<file path="config.mk">
export PLATFORM = sky130hd
export DESIGN_NAME = go_back_n_sender
export DESIGN_NICKNAME = d
export VERILOG_FILES = /design/src/gbn_pkg.sv /design/src/gbn_csr.sv /design/src/gbn_step.sv /design/src/go_back_n_sender.sv
export SDC_FILE = /design/constraint.sdc
export NUM_CORES = 1
export LEC_CHECK = 0
export BUFFER_PORTS_ARGS = -buffer_cell sky130_fd_sc_hd__buf_2
export CAP_MARGIN = 30
export CORE_AREA = 2 2 191 193
export CTS_BUF_LIST = sky130_fd_sc_hd__clkbuf_8
export DETAILED_ROUTE_END_ITERATION = 10
export DIE_AREA = 0 0 193 195
export PLACE_DENSITY = 0.7
export RECOVER_POWER = 25
export SLEW_MARGIN = 5
export SYNTH_ARGS = -nofsm -noshare
export SYNTH_HDL_FRONTEND = slang
export SYNTH_SLANG_ARGS = --single-unit
</file>
<file path="constraint.sdc">
create_clock -name clock -period 10.9 [get_ports clock]
set_input_delay 0.545 -clock clock [delete_from_list [all_inputs] [get_ports clock]]
set_output_delay 0.545 -clock clock [all_outputs]
set_load 0.05 [all_outputs]
</file>
<file path="src/gbn_pkg.sv">
package gbn_pkg;

   // Sequence number width; the transfer length and window share it
   localparam int SEQ_BITS = 16;
   localparam int ACK_BITS = SEQ_BITS + 1;
   localparam int CNT_BITS = 32;
   localparam int CSR_DATA_BITS = 32;
   localparam int CSR_INDEX_BITS = 2;

   localparam logic [CNT_BITS-1:0] TIMEOUT_RESET = CNT_BITS'(1500);
   localparam logic [CNT_BITS-1:0] CNT_MAX = '1;

   // Configuration register indexes
   typedef enum logic [CSR_INDEX_BITS-1:0] {
      CSR_WINDOW_SIZE   = 2'd0,
      CSR_TOTAL_COUNT   = 2'd1,
      CSR_TIMEOUT_TICKS = 2'd2
   } csr_index_type;

   // Request commands
   typedef enum logic {
      CMD_TICK    = 1'b0,
      CMD_RESTART = 1'b1
   } cmd_type;

   typedef struct packed {
      logic [SEQ_BITS-1:0] window_size;
      logic [SEQ_BITS-1:0] total_count;
      logic [CNT_BITS-1:0] timeout_ticks;
   } cfg_type;

   typedef struct packed {
      logic [SEQ_BITS-1:0] base;
      logic [SEQ_BITS-1:0] next;
      logic [SEQ_BITS-1:0] high_water;
      logic [CNT_BITS-1:0] timer_count;
      logic [CNT_BITS-1:0] resend_count;
   } state_type;

   typedef struct packed {
      logic                send_valid;
      logic [SEQ_BITS-1:0] send_seq;
      logic                is_resend;
      logic [CNT_BITS-1:0] resend_total;
      logic [SEQ_BITS-1:0] window_base;
      logic [SEQ_BITS-1:0] next_to_send;
      logic                timed_out;
      logic                done_res;
   } result_type;

endpackage

</file>
<file path="src/gbn_csr.sv">
module gbn_csr (
   input  logic                                 clock,
   input  logic                                 reset,
   input  logic                                 csr_wen,
   input  logic [gbn_pkg::CSR_INDEX_BITS-1:0]   csr_index,
   input  logic [gbn_pkg::CSR_DATA_BITS-1:0]    csr_wdata,
   output gbn_pkg::cfg_type                     cfg
);
   import gbn_pkg::*;

   cfg_type cfg_ff;
   cfg_type cfg_in;

   // Decode the write into the addressed register; other indexes drop
   always_comb begin
      cfg_in = cfg_ff;
      if (csr_wen) begin
         unique case (csr_index_type'(csr_index))
            CSR_WINDOW_SIZE:   cfg_in.window_size   = csr_wdata[SEQ_BITS-1:0];
            CSR_TOTAL_COUNT:   cfg_in.total_count   = csr_wdata[SEQ_BITS-1:0];
            CSR_TIMEOUT_TICKS: cfg_in.timeout_ticks = csr_wdata[CNT_BITS-1:0];
            default:           cfg_in = cfg_ff;
         endcase
      end
   end

   always_ff @(posedge clock) begin
      if (reset) begin
         cfg_ff.window_size   <= SEQ_BITS'(1);
         cfg_ff.total_count   <= '0;
         cfg_ff.timeout_ticks <= TIMEOUT_RESET;
      end else begin
         cfg_ff <= cfg_in;
      end
   end

   assign cfg = cfg_ff;

endmodule

</file>
<file path="src/gbn_step.sv">
module gbn_step (
   input  gbn_pkg::cfg_type                 cfg,
   input  gbn_pkg::state_type               st,
   input  logic                             cmd,
   input  logic                             ack_valid,
   input  logic signed [gbn_pkg::ACK_BITS-1:0] ack_num,
   output gbn_pkg::state_type               st_nxt,
   output gbn_pkg::result_type              res
);
   import gbn_pkg::*;

   logic                active;
   logic [SEQ_BITS:0]   limit;
   logic                send;
   logic                resend;
   logic [SEQ_BITS-1:0] next_sent;
   logic [SEQ_BITS-1:0] hw_sent;
   logic [CNT_BITS-1:0] timer_tick;
   logic [CNT_BITS-1:0] timer_sent;
   logic [CNT_BITS-1:0] timer_ack;
   logic [SEQ_BITS-1:0] ack_seq;
   logic                ack_ok;
   logic [SEQ_BITS-1:0] base_ack;
   logic                tmo;
   logic [SEQ_BITS-1:0] next_fin;
   logic [CNT_BITS-1:0] resend_cnt;

   assign active = st.next < cfg.total_count;

   // Advance the timer, saturating
   assign timer_tick = (st.timer_count == CNT_MAX) ? st.timer_count
                                                   : st.timer_count + CNT_BITS'(1);

   // Send phase: window limit is computed one bit wider so it never wraps
   assign limit     = {1'b0, st.base} + {1'b0, cfg.window_size};
   assign send      = active && ({1'b0, st.next} < limit);
   assign resend    = send && (st.next < st.high_water);
   assign next_sent = send ? st.next + SEQ_BITS'(1) : st.next;
   assign hw_sent   = (send && (next_sent > st.high_water)) ? next_sent : st.high_water;
   assign timer_sent = (send && (st.base == st.next)) ? '0 : timer_tick;
   assign resend_cnt = (resend && (st.resend_count != CNT_MAX))
                       ? st.resend_count + CNT_BITS'(1) : st.resend_count;

   // Acknowledge phase: negative numbers never move the base
   assign ack_seq   = ack_num[SEQ_BITS-1:0];
   assign ack_ok    = ack_valid && !ack_num[ACK_BITS-1]
                      && (ack_seq < cfg.total_count) && (ack_seq > st.base);
   assign base_ack  = ack_ok ? ack_seq : st.base;
   assign timer_ack = (ack_valid && (base_ack == next_sent)) ? '0 : timer_sent;

   // Timeout phase: rewind to the base
   assign tmo      = timer_ack >= cfg.timeout_ticks;
   assign next_fin = tmo ? base_ack : next_sent;

   // Select the new state and build the result
   always_comb begin
      st_nxt = st;
      res    = '0;
      priority if (cmd_type'(cmd) == CMD_RESTART) begin
         st_nxt = '0;
      end else if (active) begin
         st_nxt.base         = base_ack;
         st_nxt.next         = next_fin;
         st_nxt.high_water   = hw_sent;
         st_nxt.timer_count  = timer_ack;
         st_nxt.resend_count = resend_cnt;
         res.send_valid      = send;
         res.send_seq        = send ? st.next : '0;
         res.is_resend       = resend;
         res.timed_out       = tmo;
      end else begin
         st_nxt = st;
      end
      res.resend_total = st_nxt.resend_count;
      res.window_base  = st_nxt.base;
      res.next_to_send = st_nxt.next;
      res.done_res     = st_nxt.next >= cfg.total_count;
   end

endmodule

</file>
<file path="src/go_back_n_sender.sv">
// Go-back-N sender. Each request is one timer tick, optionally carrying an
// acknowledgement number, or a restart command that clears the transfer
// state (configuration is kept). Every request yields exactly one response
// reporting the message sent this tick (if any), whether it was a resend,
// the saturating resend count, the window base and next sequence number
// after the tick, a timeout flag and a done flag. The block accepts one
// request per cycle unless it stalls; each request is held in the request
// register, then in the response register, which drives the response.
// Requests stall only while both registers are full and the response is
// not being taken. Each tick reads and rewrites the sequence and timer
// state as it moves into the response register. Write the configuration
// registers (window size, transfer length, timeout in ticks) only while no
// request is in flight.
module go_back_n_sender (
   input  logic                                      clock,
   input  logic                                      reset,
   // request channel
   input  logic                                      req_valid,
   output logic                                      req_ready,
   input  logic                                      req_cmd,
   input  logic                                      req_ack_valid,
   input  logic signed [gbn_pkg::ACK_BITS-1:0]       req_ack_num,
   // response channel
   output logic                                      rsp_valid,
   input  logic                                      rsp_ready,
   output logic                                      rsp_send_valid,
   output logic [gbn_pkg::SEQ_BITS-1:0]              rsp_send_seq,
   output logic                                      rsp_is_resend,
   output logic [gbn_pkg::CNT_BITS-1:0]              rsp_resend_total,
   output logic [gbn_pkg::SEQ_BITS-1:0]              rsp_window_base,
   output logic [gbn_pkg::SEQ_BITS-1:0]              rsp_next_to_send,
   output logic                                      rsp_timed_out,
   output logic                                      rsp_done_res,
   // configuration
   input  logic                                      csr_wen,
   input  logic [gbn_pkg::CSR_INDEX_BITS-1:0]        csr_index,
   input  logic [gbn_pkg::CSR_DATA_BITS-1:0]         csr_wdata
);
   import gbn_pkg::*;

   cfg_type                    cfg;
   state_type                  st_ff;
   state_type                  st_in;
   result_type                 res_in;
   result_type                 res_ff;
   logic                       in_valid_ff;
   logic                       cmd_ff;
   logic                       ack_valid_ff;
   logic signed [ACK_BITS-1:0] ack_num_ff;
   logic                       out_valid_ff;
   logic                       advance;

   gbn_csr u_csr (
      .clock     (clock),
      .reset     (reset),
      .csr_wen   (csr_wen),
      .csr_index (csr_index),
      .csr_wdata (csr_wdata),
      .cfg       (cfg)
   );

   gbn_step u_step (
      .cfg       (cfg),
      .st        (st_ff),
      .cmd       (cmd_ff),
      .ack_valid (ack_valid_ff),
      .ack_num   (ack_num_ff),
      .st_nxt    (st_in),
      .res       (res_in)
   );

   // Move the held request into the response register when it has room
   assign advance   = in_valid_ff && (!out_valid_ff || rsp_ready);
   assign req_ready = !in_valid_ff || advance;

   // Control: pipeline valid bits and the transfer state
   always_ff @(posedge clock) begin
      if (reset) begin
         in_valid_ff  <= 1'b0;
         out_valid_ff <= 1'b0;
         st_ff        <= '0;
      end else begin
         if (req_ready) begin
            in_valid_ff <= req_valid;
         end
         if (advance) begin
            out_valid_ff <= 1'b1;
            st_ff        <= st_in;
         end else if (rsp_ready) begin
            out_valid_ff <= 1'b0;
         end
      end
   end

   // Payload: request and response registers
   always_ff @(posedge clock) begin
      if (req_valid && req_ready) begin
         cmd_ff       <= req_cmd;
         ack_valid_ff <= req_ack_valid;
         ack_num_ff   <= req_ack_num;
      end
      if (advance) begin
         res_ff <= res_in;
      end
   end

   assign rsp_valid        = out_valid_ff;
   assign rsp_send_valid   = res_ff.send_valid;
   assign rsp_send_seq     = res_ff.send_seq;
   assign rsp_is_resend    = res_ff.is_resend;
   assign rsp_resend_total = res_ff.resend_total;
   assign rsp_window_base  = res_ff.window_base;
   assign rsp_next_to_send = res_ff.next_to_send;
   assign rsp_timed_out    = res_ff.timed_out;
   assign rsp_done_res     = res_ff.done_res;

   // A resend is always a send
   a_resend_is_send: assert property (@(posedge clock) disable iff (reset)
      rsp_valid && rsp_is_resend |-> rsp_send_valid)
      else $error("resend flagged without a send");

   // A timeout leaves next equal to the base
   a_timeout_rewinds: assert property (@(posedge clock) disable iff (reset)
      rsp_valid && rsp_timed_out |-> rsp_next_to_send == rsp_window_base)
      else $error("timeout did not rewind next to base");

   // A restart clears the state
   a_restart_clears: assert property (@(posedge clock) disable iff (reset)
      advance && (cmd_type'(cmd_ff) == CMD_RESTART) |=> st_ff == '0)
      else $error("restart left state behind");

   // The resend count never falls on a tick
   a_resend_monotonic: assert property (@(posedge clock) disable iff (reset)
      advance && (cmd_type'(cmd_ff) == CMD_TICK)
      |=> st_ff.resend_count >= $past(st_ff.resend_count))
      else $error("resend count decreased");

   // State only changes when a request moves to the response register
   a_state_hold: assert property (@(posedge clock) disable iff (reset)
      !advance |=> $stable(st_ff))
      else $error("state changed without a transfer");

endmodule
</file>
==> key figures, run 1 <==
Status
  • Status: finished, violations left
  • Failing checks: capacitance limit, slew limit

Critical path
  • Required @ worst endpoint: between 10,000 and 15,000 ps
  • CP peak stage delay: roughly 440 ps
  • Reg2Reg Capture Point: rsp_done_res
  • Worst-path maximum fanout: 6
  • CP max-delay cell: a221oi_4
  • Crit Path Category: register to register
  • Critical Path AT: 10,810 ps
  • R2R cell count: between 50 and 60
  • Critical path endpoint category: register
  • Reg2reg start: st_ff[96]
  • Cell mode on critical path: a21o_1
  • FF-to-FF setup slack: 460 ps
  • Crit start category: register

Floorplanning
  • I/O pin cnt: roughly 140
  • Die Y: approximately 200 µm
  • Die ar.: approximately 38,000 µm²
  • Initial Util: approximately half
  • Num rows: slightly below 70
  • Die W: about 190 µm
  • Core region area: between 30,000 and 40,000 µm²

Timing
  • FMAX: around 96 MHz
  • Final hold slack: 90.7 ps
  • Tmin final: between 10,000 and 15,000 ps
  • Slew @ Worst Pin: ~3400 ps
  • Clock Skew: about 50 ps
  • Final hold viol count: 0
  • # setup viols final: 0
  • Final setup margin: around 460 ps
  • Fin crit share: a little over nine tenths
  • Max Slew Vio Count: around 150
  • Worst rel slew slack: -130%

Power and ir drop
  • Comb pwr share: ~15%
  • Pwr per Cell Area: around 120 nW/µm²
  • Register share of total power: between 40 and 50%
  • Worst vdd ir: 81.4 µV
  • P_sw: around 740 µW
  • Clock share of power: between 30% and 40%
  • Cell internal pwr: approximately 1700 µW
  • Switching part of the total power: approximately 30%
  • Lkg Pwr: between 0.008 and 0.009 µW

Placement
  • HPWL after DPL: 37.2 mm
  • Placed cells: around 2,500
  • Pre-CTS setup slack: slightly below 60 ps
  • Gp weighted congestion: between 0.9 and 1
  • # port buffers: between 100 and 150

Min path
  • HP Class: input port to register
  • Hold Path End: cmd_ff
  • Worst hold start: req_cmd
  • Hold Path Stages: 1

Yosys
  • Dominant synthesized flop cell: dfxtp_1
  • Synth area leader: dfxtp_1
  • Library cells used by synthesis: 79
  • Synth warn: 0
  • Post-synthesis sequential area ratio: between 30% and 40%
  • Number of flops mapped to enable cells by yosys: 103
  • Avg Inst Size Synth: ~8.7 µm²
  • Post-Synth Simple-Gate Area: between 20% and 30%
  • Top post-synthesis cells by area: dfxtp_1 20%, edfxtp_1 18%, ha_1 11%
  • Syn_nets: ~2,200
  • Main combinational cell family by area after synthesis: simple AND/OR/NAND/NOR gates
  • Yosys reg bits: 281
  • Post-synthesis mux area share: ~2.5%
  • Synth Area in XOR/XNOR: 5.86%
  • Asr flop ratio synth: 0%
  • Top-area cell type share of the netlist area: a little over 20%
  • Post-synthesis instance total: roughly 2,000
  • Synth Area in Adders: ~11%
  • Mapped Area: about 18,000 µm²
  • Post-synthesis compound-gate area fraction: between 10% and 20%

CTS
  • # clock sinks: 281
  • Reg clk slew, reported paths: about 60 ps
  • Skew-Pair Late Insertion Delay: approximately 640 ps
  • CTS Buf Count: 48
  • CTS tree: done
  • H-tree level count: 2
  • Clk root buf: clkbuf_8
  • Longest Clk Path Bufs: 3

Cells and area
  • Area of the multi-input gates: a little over 10,000 µm²
  • Area grow syn2layout: 13.4%
  • Storage element area: around 6700 µm²
  • Layout Cells excl Fill: 2,653
  • Filler cell count: 3,233
  • Layout cell share with drive strength beyond 1: 13.5%
  • ANT cells: 0
  • Fin nets: 2,371

Drt
  • WL per Instance: about 19 µm
  • Vias per cell: just under 6
  • Post-detailed-route count of antenna-violating nets: 0
  • DRT Wirelength: between 50 and 60 mm
  • Drt drc: 0
  • DRT Pass-1 Iters: 5
  • Vias: roughly 16,000
  • DR iter-0 viols: ~1,400

GRT
  • Aggregate global-route resource usage: between 20 and 30%
  • Antenna violations before repair: 0
  • First-pass GRT wire length: slightly above 80 mm
  • Largest net degree at the start of global routing: 75
  • Total gr overflow: 0
  • Vias in the first global route: 14,600

Run
  • Max-cap check violation count: 2
==> worst max-delay path, delay by kind of cell (launching register included) <==
kind	cells	cell delay (ps)
mux	1	400
compound gates	35	6450
simple gates	8	1020
xor+xnor	3	700
buf+inv	2	300
fa+ha+maj	4	980
flops	1	370
==> final cells by class <==
cell class | instances | share of cell area (%)
repair buffers | 208 | 5.90
multi-input cells | 1511 | 51.1
inverters | 103 | 1.96
flip-flops and latches | 281 | 33.5
well taps | 461 | 2.90
clock inverters | 40 | 1.28
clock buffers | 49 | 3.39
==> timing repair <==
item                       CTS  global route
setup buffers                0            15
hold buffers                 0             0
gates resized for setup      0            21
setup endpoints to repair    0             1
==> power groups by stage <==
stage                     Sequential, µW  Combinational, µW  Clock, µW
after CTS                           1130                345        972
final                               1130                366        953
after detailed placement            1160                344          0
after global placement              1160                339          0
after floorplan                     1200                186          0
after global routing                1140                392       1020
==> flip-flops by register name (all words and copies together), names as in the netlist, 16 cells and up <==
signal            cells
ack_num_ff           17
rsp_resend_total     32
u_csr.cfg            64
st_ff               112
rsp_send_seq         16
rsp_next_to_send     16
rsp_window_base      16
==> worst max path at each step <==
stage             startpoint           end  slack, ps  cells after the start
2_1_floorplan      st_ff[97]  rsp_done_res        500                     54
3_3_place_gp   u_csr.cfg[49]  rsp_done_res        260                     50
3_5_place_dp   u_csr.cfg[49]  rsp_done_res         60                     50
4_1_cts        u_csr.cfg[49]  rsp_done_res         20                     50
5_1_grt        u_csr.cfg[49]  rsp_done_res        -40                     53
6_report           st_ff[96]  rsp_done_res        460                     53
==> synth_stat cells (all sizes together), types with 6 or more instances <==
cell     instances
nand4           47
and3            29
o21ai           59
and2            14
a211oi          13
mux2i           42
and4            16
nor2b            9
a22o            11
nand2          244
a21boi           6
xnor2           49
clkbuf          99
nor2           189
o311ai          14
dfxtp          178
a31oi           27
ha             159
inv            103
o21a            14
buf             17
a21o            49
or3             29
a41oi           10
xor2            59
nor3            30
nand3           84
a22oi           16
nand2b          15
nand3b          10
a21oi          167
a2111oi          9
a211o            9
nor4            14
edfxtp         103
or2              9
==> cells in the final DEF (no fill, tap or decap), drive strengths merged, types with 6 or more instances in the layout <==
| master | synthesis | routed |
|---|---|---|
| a21boi | 6 | 6 |
| and2 | 14 | 14 |
| dfxtp | 178 | 178 |
| a22o | 11 | 11 |
| nand4 | 47 | 47 |
| buf | 17 | 182 |
| a21oi | 167 | 167 |
| a2111oi | 9 | 9 |
| and3 | 29 | 29 |
| nor2 | 189 | 189 |
| nand3 | 84 | 84 |
| o311ai | 14 | 14 |
| o21ai | 59 | 59 |
| a21o | 49 | 49 |
| ha | 159 | 159 |
| a211o | 9 | 9 |
| nand2b | 15 | 15 |
| nor4 | 14 | 14 |
| o21a | 14 | 14 |
| xnor2 | 49 | 49 |
| or2 | 9 | 9 |
| inv | 103 | 115 |
| nor2b | 9 | 9 |
| nor3 | 30 | 30 |
| a211oi | 13 | 13 |
| nand2 | 244 | 244 |
| nand3b | 10 | 10 |
| or3 | 29 | 29 |
| a22oi | 16 | 16 |
| xor2 | 59 | 59 |
| clkbuf | 99 | 75 |
| clkinv | 0 | 22 |
| mux2i | 42 | 42 |
| a41oi | 10 | 10 |
| and4 | 16 | 16 |
| a31oi | 27 | 27 |
| edfxtp | 103 | 103 |
==> kinds of logic after synthesis <==
group,Yosys count
AOI/OAI and AO/OA,442
muxes,43
and+or+nand+nor,754
DFF,281
buffers and inverters,219
xor gates and xnor gates,111
adders and majority gates,160
==> layer usage <==
layer  wire, µm  GRT usage, %  vias up  share of wire (%)
met5          0             0        -                  0
met4       2120          12.4        0                4.1
met3       3920          4.76      129                7.6
met2      22700          42.3      624                 44
met1      22800          37.3     7284                 44
li1           -             -     7505                  -
==> per-stage QoR <==
step | area, µm² | setup TNS, ps | total power [µW] | util [%]
floorplan | 17500 | 0 | 1390 | -
global placement | 18700 | 0 | 1490 | 52.9
detailed placement | 18800 | 0 | 1500 | 53.0
CTS | 19700 | 0 | 2450 | 55.6
global route | 19900 | -40.1 | 2550 | 56.2
finish | 19900 | 0 | 2450 | 56.2
Power figures use the tool's default switching activity.
==> run 2, diff against run 1 <==
CORE_AREA = 2 2 203 205   (was 2 2 191 193)
DIE_AREA = 0 0 205 207   (was 0 0 193 195)
SYNTH_HIERARCHICAL = 1   (was not set)
==> run 2 against run 1 <==
  * The flow still finishes with violations (capacitance limit, slew limit)
  * Largest cell class unchanged
  * Core utilization down 2.3 points
  * Via count up 3.6%
  * Final cell count up 8.0%
  * Sequential share of layout area down 2.9 points
  * Non-clock buffer count down 4
==> key figures, run 2 <==
Floorplanning
  • I/O pin cnt: 144 (unchanged)
  • Num rows: 74 (+7.2%)
  • Initial Util: 49.3% (-0.23 points)
  • Die W: 205 µm (+6.2%)
  • Die Y: 207 µm (+6.2%)
  • Die ar.: 42,400 µm² (+13%)
  • Core region area: 40,400 µm² (+14%)

Power and ir drop
  • Switching part of the total power: 32.9% (+2.8 points)
  • Cell internal pwr: 1860 µW (+8.7%)
  • Register share of total power: 41.5% (-4.7 points)
  • Comb pwr share: 23.4% (+8.5 points)
  • Pwr per Cell Area: 128 nW/µm² (+3.6%)
  • Worst vdd ir: 101 µV (+24%)
  • Lkg Pwr: 0.00836 µW (+3.5%)
  • P_sw: 914 µW (+24%)
  • Clock share of power: 35.1% (-3.7 points)

Critical path
  • CP max-delay cell: or4_4
  • Crit start category: register
  • Cell family contributing the most delay on the critical path: compound AO/OA/AOI/OAI gates
  • Reg2Reg Capture Point: rsp_done_res
  • R2R cell count: 48 (-9.4%)
  • Buf/Inv on CP: 1 (-1)
  • CP peak stage delay: 610 ps (+170 ps)
  • Worst-path maximum fanout: 7 (+1)
  • Crit Path Category: register to register
  • Crit. path cell count: 48 (-9.4%)
  • Critical path startpoint: u_csr/cfg[48]
  • Required @ worst endpoint: 11,280 ps (about the same)
  • Critical path endpoint category: register
  • Reg2reg start: u_csr/cfg[48]
  • Cell mode on critical path: a21o_1
  • FF-to-FF setup slack: 310 ps (-150 ps)
  • Crit path to: rsp_done_res
  • Critical Path AT: 10,960 ps (+150 ps)

Timing
  • Final setup margin: 315 ps (-146 ps)
  • Max Slew Vio Count: 269 (+84%)
  • Final hold viol count: 0 (unchanged)
  • Fin crit share: 97.1% (+1.3 points)
  • Setup TNS: 0 ps (unchanged)
  • Slew @ Worst Pin: 3360 ps (-83.1 ps)
  • FMAX: 94.5 MHz (-1.4%)
  • Worst rel slew slack: -124% (+5.5 points)
  • Final hold slack: 73.2 ps (-17.6 ps)
  • Tmin final: 10,590 ps (+146 ps)
  • # setup viols final: 0 (unchanged)
  • Clock Skew: 16.5 ps (-33.3 ps)

Cells and area
  • Filler cell count: 3,770 (+17%)
  • Layout Cells excl Fill: 2,865 (+8.0%)
  • Layout cell share with drive strength beyond 1: 13.5% (-0.090 points)
  • Top reg by flops: st_ff
  • Area grow syn2layout: 9.23%
  • Max reg flops: 112 (unchanged)
  • Fin nets: 2,513 (+6.0%)
  • Final Cell Area: 21,700 µm² (+9.4%)
  • Most frequent cells in the layout: 332 x nand2b_1, 181 x mux2i_1, 176 x dfxtp_1
  • ANT cells: 0 (unchanged)
  • Most common cell after layout, fill and taps aside: nand2b_1

Drt
  • Post-detailed-route count of antenna-violating nets: 0 (unchanged)
  • WL per Instance: 19.2 µm (-1.4%)
  • Drt drc: 0 (unchanged)
  • DR iter-0 viols: 1,250 (-7.6%)
  • DRT Wirelength: 54.9 mm (+6.5%)
  • DRT Pass-1 Iters: 5 (unchanged)
  • Vias: 16,100 (+3.6%)
  • Vias per cell: 5.62 (-4.1%)

Placement
  • Pre-CTS setup slack: -17.3 ps (-75.2 ps)
  • HPWL after DPL: 39.7 mm (+6.6%)
  • Gp weighted congestion: 0.934 (-4.2%)
  • Placed cells: 2,772 (+8.9%)
  • # port buffers: 143 (unchanged)
  • Placed cell areas: 20,700 µm² (+10%)

GRT
  • Antenna violations before repair: 1 (+1)
  • Vias in the first global route: 15,400 (+5.3%)
  • Largest net degree at the start of global routing: 124 (+65%)
  • Total gr overflow: 0 (unchanged)
  • Aggregate global-route resource usage: 25.4% (-2.0 points)
  • First-pass GRT wire length: 85.2 mm (+5.9%)

Yosys
  • Post-Synth Simple-Gate Area: 24.4% (+3.9 points)
  • Main combinational cell family by area after synthesis: simple AND/OR/NAND/NOR gates
  • Syn_nets: 2,450 (+10%)
  • Yosys reg bits: 281 (unchanged)
  • Post-synthesis sequential area ratio: 33.4% (-4.5 points)
  • Synth Area in Adders: 10.2% (-1.3 points)
  • Synth area leader: dfxtp_1
  • Post-synthesis instance total: 2,231 (+11%)
  • Avg Inst Size Synth: 8.92 µm² (+2.3%)
  • Asr flop ratio synth: 0% (unchanged)
  • Top-area cell type share of the netlist area: 17.9% (-2.4 points)
  • Number of flops mapped to enable cells by yosys: 103 (unchanged)
  • Synth top cells by count: 333 x nand2b_1, 181 x mux2i_1, 178 x dfxtp_1, 163 x nor2_1, 160 x ha_1
  • Synth Area in XOR/XNOR: 4.98% (-0.89 points)
  • Mapped Area: 19,900 µm² (+14%)
  • Post-synthesis mux area share: 9.44% (+7.0 points)
  • Post-synthesis compound-gate area fraction: 10.0% (-6.8 points)
  • Count leader, synth: nand2b_1
  • Dominant synthesized flop cell: dfxtp_1
  • Synth warn: 6 (+6)
  • Library cells used by synthesis: 68 (-14%)
  • Top post-synthesis cells by area: dfxtp_1 18%, edfxtp_1 16%, nand2b_1 10%

CTS
  • H-tree level count: 2 (unchanged)
  • # clock sinks: 281 (unchanged)
  • Longest Clk Path Bufs: 3 (unchanged)
  • CTS Buf Count: 50 (+4.2%)
  • Reg clk slew, reported paths: 60 ps (about the same)
  • Skew-Pair Late Insertion Delay: 640 ps (about the same)
  • Clk root buf: clkbuf_8
  • CTS tree: done

Min path
  • Hold Path Stages: 1 (unchanged)
  • HP Class: input port to register

Status
  • Failing checks: capacitance limit, slew limit
  • Status: finished, violations left

Run
  • Max-cap check violation count: 4 (+2)
==> run 2: cell count changes after synthesis, sizes merged, moves of 23 or more <==
cell / delta
a211oi: +23
a21oi: -56
buf: +88
mux2i: +139
nand2: -143
nand2b: +318
nand3: -33
nor2: -26
o211ai: +25
or3: -26
==> run 2: final cells by class <==
cell class	count	area (µm²)	share of cell area, %
flip-flops and latches	281	6660	30.6
clock inverters	36	211	0.972
clock buffers	55	757	3.48
multi-input cells	1653	11900	54.6
repair buffers	204	1190	5.50
well taps	532	666	3.06
inverters	104	390	1.80
==> run 2: logic make-up (layout without fill, tap and decap cells) <==
kind of cell	after synthesis	after routing
mux	187	187
simple gates	883	883
buf+inv	297	399
xor+xnor	110	110
compound gates	312	312
fa+ha+maj	161	161
flops	281	281
==> run 2: routing by layer <==
metal | GRT usage, % | wire [µm] | up-vias
li1 | - | - | 7870
met1 | 33.2 | 24000 | 7649
met2 | 42.5 | 26100 | 484
met3 | 4.17 | 3150 | 99
met4 | 8.58 | 1680 | 0
met5 | 0 | 0 | -
==> run 2: per-stage QoR <==
stage / total power, µW / utilization [%]
6_report: 2780 / 53.9
5_1_grt: 2900 / 53.9
4_1_cts: 2790 / 53.7
3_5_place_dp: 1800 / 51.2
3_3_place_gp: 1780 / 51.1
2_1_floorplan: 1640 / -
==> run 2: power groups by stage <==
stage	Combinational [µW]	Clock (µW)	Sequential, µW
2_1_floorplan	414	0	1220
3_3_place_gp	604	0	1170
3_5_place_dp	629	0	1180
4_1_cts	632	1000	1150
5_1_grt	704	1040	1160
6_report	650	975	1150
==> run 2: repair_timing <==
action | 4_1_cts | 5_1_grt
setup buffers | 0 | 2
setup endpoints to repair | 1 | 1
resized for setup | 2 | 34
hold buffers | 0 | 0
endpoints found under the hold margin | 0 | 0
cloned | 0 | 0
pin swaps | 1 | 15
==> run 2: how the worst min path moves through the flow <==
stage	startpoint	endpoint	slack, ps
finish	req_ack_num[10]	ack_num_ff[10]	70
global route	req_ack_num[10]	ack_num_ff[10]	50
CTS	req_ack_num[10]	ack_num_ff[10]	40
detailed placement	u_csr/cfg[26]	u_csr/cfg[26]	460
global placement	st_ff[70]	st_ff[70]	460
floorplan	st_ff[55]	st_ff[55]	450
==> run 3, diff against run 2 <==
PLACE_DENSITY = 0.76   (was 0.7)
==> run 3 against run 2 <==
  * Clock power is 2% higher
  * Non-clock buffer count is 4 higher
  * Final cell count is 0.17% higher
  * Global-route usage is 0.37 points higher
  * Worst setup slack better by 180 ps
  * Critical path type unchanged
  * The flow still finishes with violations (capacitance limit, slew limit)
  * Die area stayed put
  * Largest power group unchanged
==> key figures, run 3 (synthesis results as in run 2) <==
Status
  • Status: finished, violations left
  • Failing checks: capacitance limit, slew limit

Drt
  • DRT Wirelength: 54.7 mm (-0.34%)
  • WL per Instance: 19.1 µm (-0.52%)
  • Vias: 16,300 (+1.0%)
  • Drt drc: 0 (unchanged)
  • Vias per cell: 5.67 (+0.87%)
  • DR iter-0 viols: 1,060 (-15%)
  • Post-detailed-route count of antenna-violating nets: 0 (unchanged)
  • DRT Pass-1 Iters: 5 (unchanged)

Floorplanning
  • Die W: 205 µm (unchanged)
  • Die ar.: 42,400 µm² (unchanged)
  • Initial Util: 49.3% (unchanged)
  • Core region area: 40,400 µm² (unchanged)
  • I/O pin cnt: 144 (unchanged)
  • Die Y: 207 µm (unchanged)
  • Num rows: 74 (unchanged)

Cells and area
  • Layout cell share with drive strength beyond 1: 13.4% (-0.029 points)
  • Fin nets: 2,516 (+0.12%)
  • Top reg by flops: st_ff
  • Final Cell Area: 21,800 µm² (+0.31%)
  • Fin util: 54.0% (+0.17 points)
  • ANT cells: 0 (unchanged)
  • Most common cell after layout, fill and taps aside: nand2b_1
  • Most frequent cells in the layout: 332 x nand2b_1, 181 x mux2i_1, 177 x dfxtp_1
  • Area grow syn2layout: 9.57%
  • Max reg flops: 112 (unchanged)
  • Filler cell count: 3,716 (-1.4%)

Timing
  • # setup viols final: 0 (unchanged)
  • Final hold viol count: 0 (unchanged)
  • Max Slew Vio Count: 448 (+67%)
  • Clock Skew: 33.9 ps (+17.3 ps)
  • RSZ-0062 raised after global routing: false
  • Slew @ Worst Pin: 8560 ps (+5200 ps)
  • Fin crit share: 95.5% (-1.7 points)
  • Tmin final: 10,400 ps (-180 ps)
  • FMAX: 96.1 MHz (+1.7%)
  • Worst rel slew slack: -471% (-350 points)

GRT
  • Grt met1 use: 32.7% (-0.54 points)
  • First-pass GRT wire length: 87.0 mm (+2.1%)
  • Met2 Usage GRT: 42.4% (-0.12 points)
  • Largest net degree at the start of global routing: 188 (+52%)
  • Aggregate global-route resource usage: 25.8% (+0.37 points)
  • Met3 Use GR: 4.44% (+0.27 points)
  • Vias in the first global route: 16,100 (+4.6%)
  • Grt peak-use layer: met2
  • Total gr overflow: 0 (unchanged)
  • Antenna violations before repair: 0 (-1)

CTS
  • CTS Buf Count: 49 (-2.0%)
  • Longest Clk Path Bufs: 3 (unchanged)
  • H-tree level count: 2 (unchanged)
  • Clk root buf: clkbuf_8
  • Reg clk slew, reported paths: 60 ps (about the same)
  • # clock sinks: 281 (unchanged)
  • CTS tree: done
  • Number of hold buffers added after cts: 0 (unchanged)
  • Skew-Pair Late Insertion Delay: 620 ps (-20 ps)

Run
  • Max-cap check violation count: 3 (-1)

Placement
  • # port buffers: 143 (unchanged)
  • HPWL after DPL: 39.7 mm (-0.12%)
  • Placed cell areas: 20,600 µm² (-0.17%)
  • Gp weighted congestion: 0.965 (+3.3%)

Critical path
  • Critical path endpoint category: register
  • Cell mode on critical path: a21o_1
  • CP max-delay cell: or4b_1
  • Required @ worst endpoint: 11,260 ps (-20 ps)
  • Crit start category: register
  • Critical Path AT: 10,770 ps (-190 ps)
  • CP peak stage delay: 510 ps (-100 ps)
  • Crit Path Category: register to register
  • Worst-path maximum fanout: 7 (unchanged)

Power and ir drop
  • Pwr per Cell Area: 129 nW/µm² (+0.70%)
  • Worst vdd ir: 130 µV (+29%)
  • Lkg Pwr: 0.00835 µW (-0.23%)

Min path
  • HP Class: input port to register
-- run 3: cell count changes in the layout (fill, tap and decap cells not counted), moves of 4 or more --
cell      change
inv_1         -6
clkbuf_1      +8
buf_2         -7
nor4_1        -4
clkinv_1      +5
nor4_2        +4
-- run 3: area by class of cell --
cell class / count / area [µm²] / share of cell area (%)
tap: 532 / 666 / 3.05
multi-input combinational: 1653 / 11900 / 54.4
sequential: 281 / 6660 / 30.5
clock buffer: 56 / 771 / 3.53
clock inverter: 36 / 235 / 1.08
timing repair buffer: 208 / 1220 / 5.58
inverter: 104 / 390 / 1.79
-- run 3: where the power goes --
| part | internal, µW | total [µW] | switching, µW |
|---|---|---|---|
| Combinational | 226 | 656 | 430 |
| Clock | 542 | 994 | 452 |
| Sequential | 1130 | 1160 | 24.7 |
-- run 3: per-layer routing --
metal  vias to the layer above  part of all wire, %
met5                         -                    0
met4                         0                  4.9
met3                       133                  6.0
met2                       518                   47
met1                      7757                   42
li1                       7863                    -
-- run 3: worst paths after layout --
kind                  start       endpoint  slack, ps  depth (start not counted)
max           u_csr/cfg[48]   rsp_done_res        500                         48
min          req_ack_num[7]  ack_num_ff[7]        100                          1
max reg2reg   u_csr/cfg[48]   rsp_done_res        500                         48
min reg2reg       st_ff[65]      st_ff[65]        470                          2
-- run 3: critical path, delay by kind of cell, from the launching register on --
kind | cells | cell delay [ps]
mux | 1 | 250
simple gates | 11 | 2420
xor+xnor | 2 | 450
fa+ha+maj | 5 | 1390
buf+inv | 1 | 170
compound gates | 28 | 5110
flops | 1 | 320
-- run 3: through the flow --
stage	setup slack, ps	std cells	hold WS (ps)	power (µW)	setup TNS (ps)
3_5_place_dp	-157	2769	462	1800	-157
3_3_place_gp	122	2768	458	1780	0
2_1_floorplan	414	2231	447	1640	0
5_1_grt	19.2	2870	62.9	2940	0
4_1_cts	9.89	2861	53.0	2800	0
6_report	495	2870	98.7	2810	0
-- run 3: repair_timing --
action / CTS / global route
endpoints found under the setup margin: 1 / 1
buffers inserted: 0 / 6
resized for setup: 7 / 28
pin swaps: 3 / 19
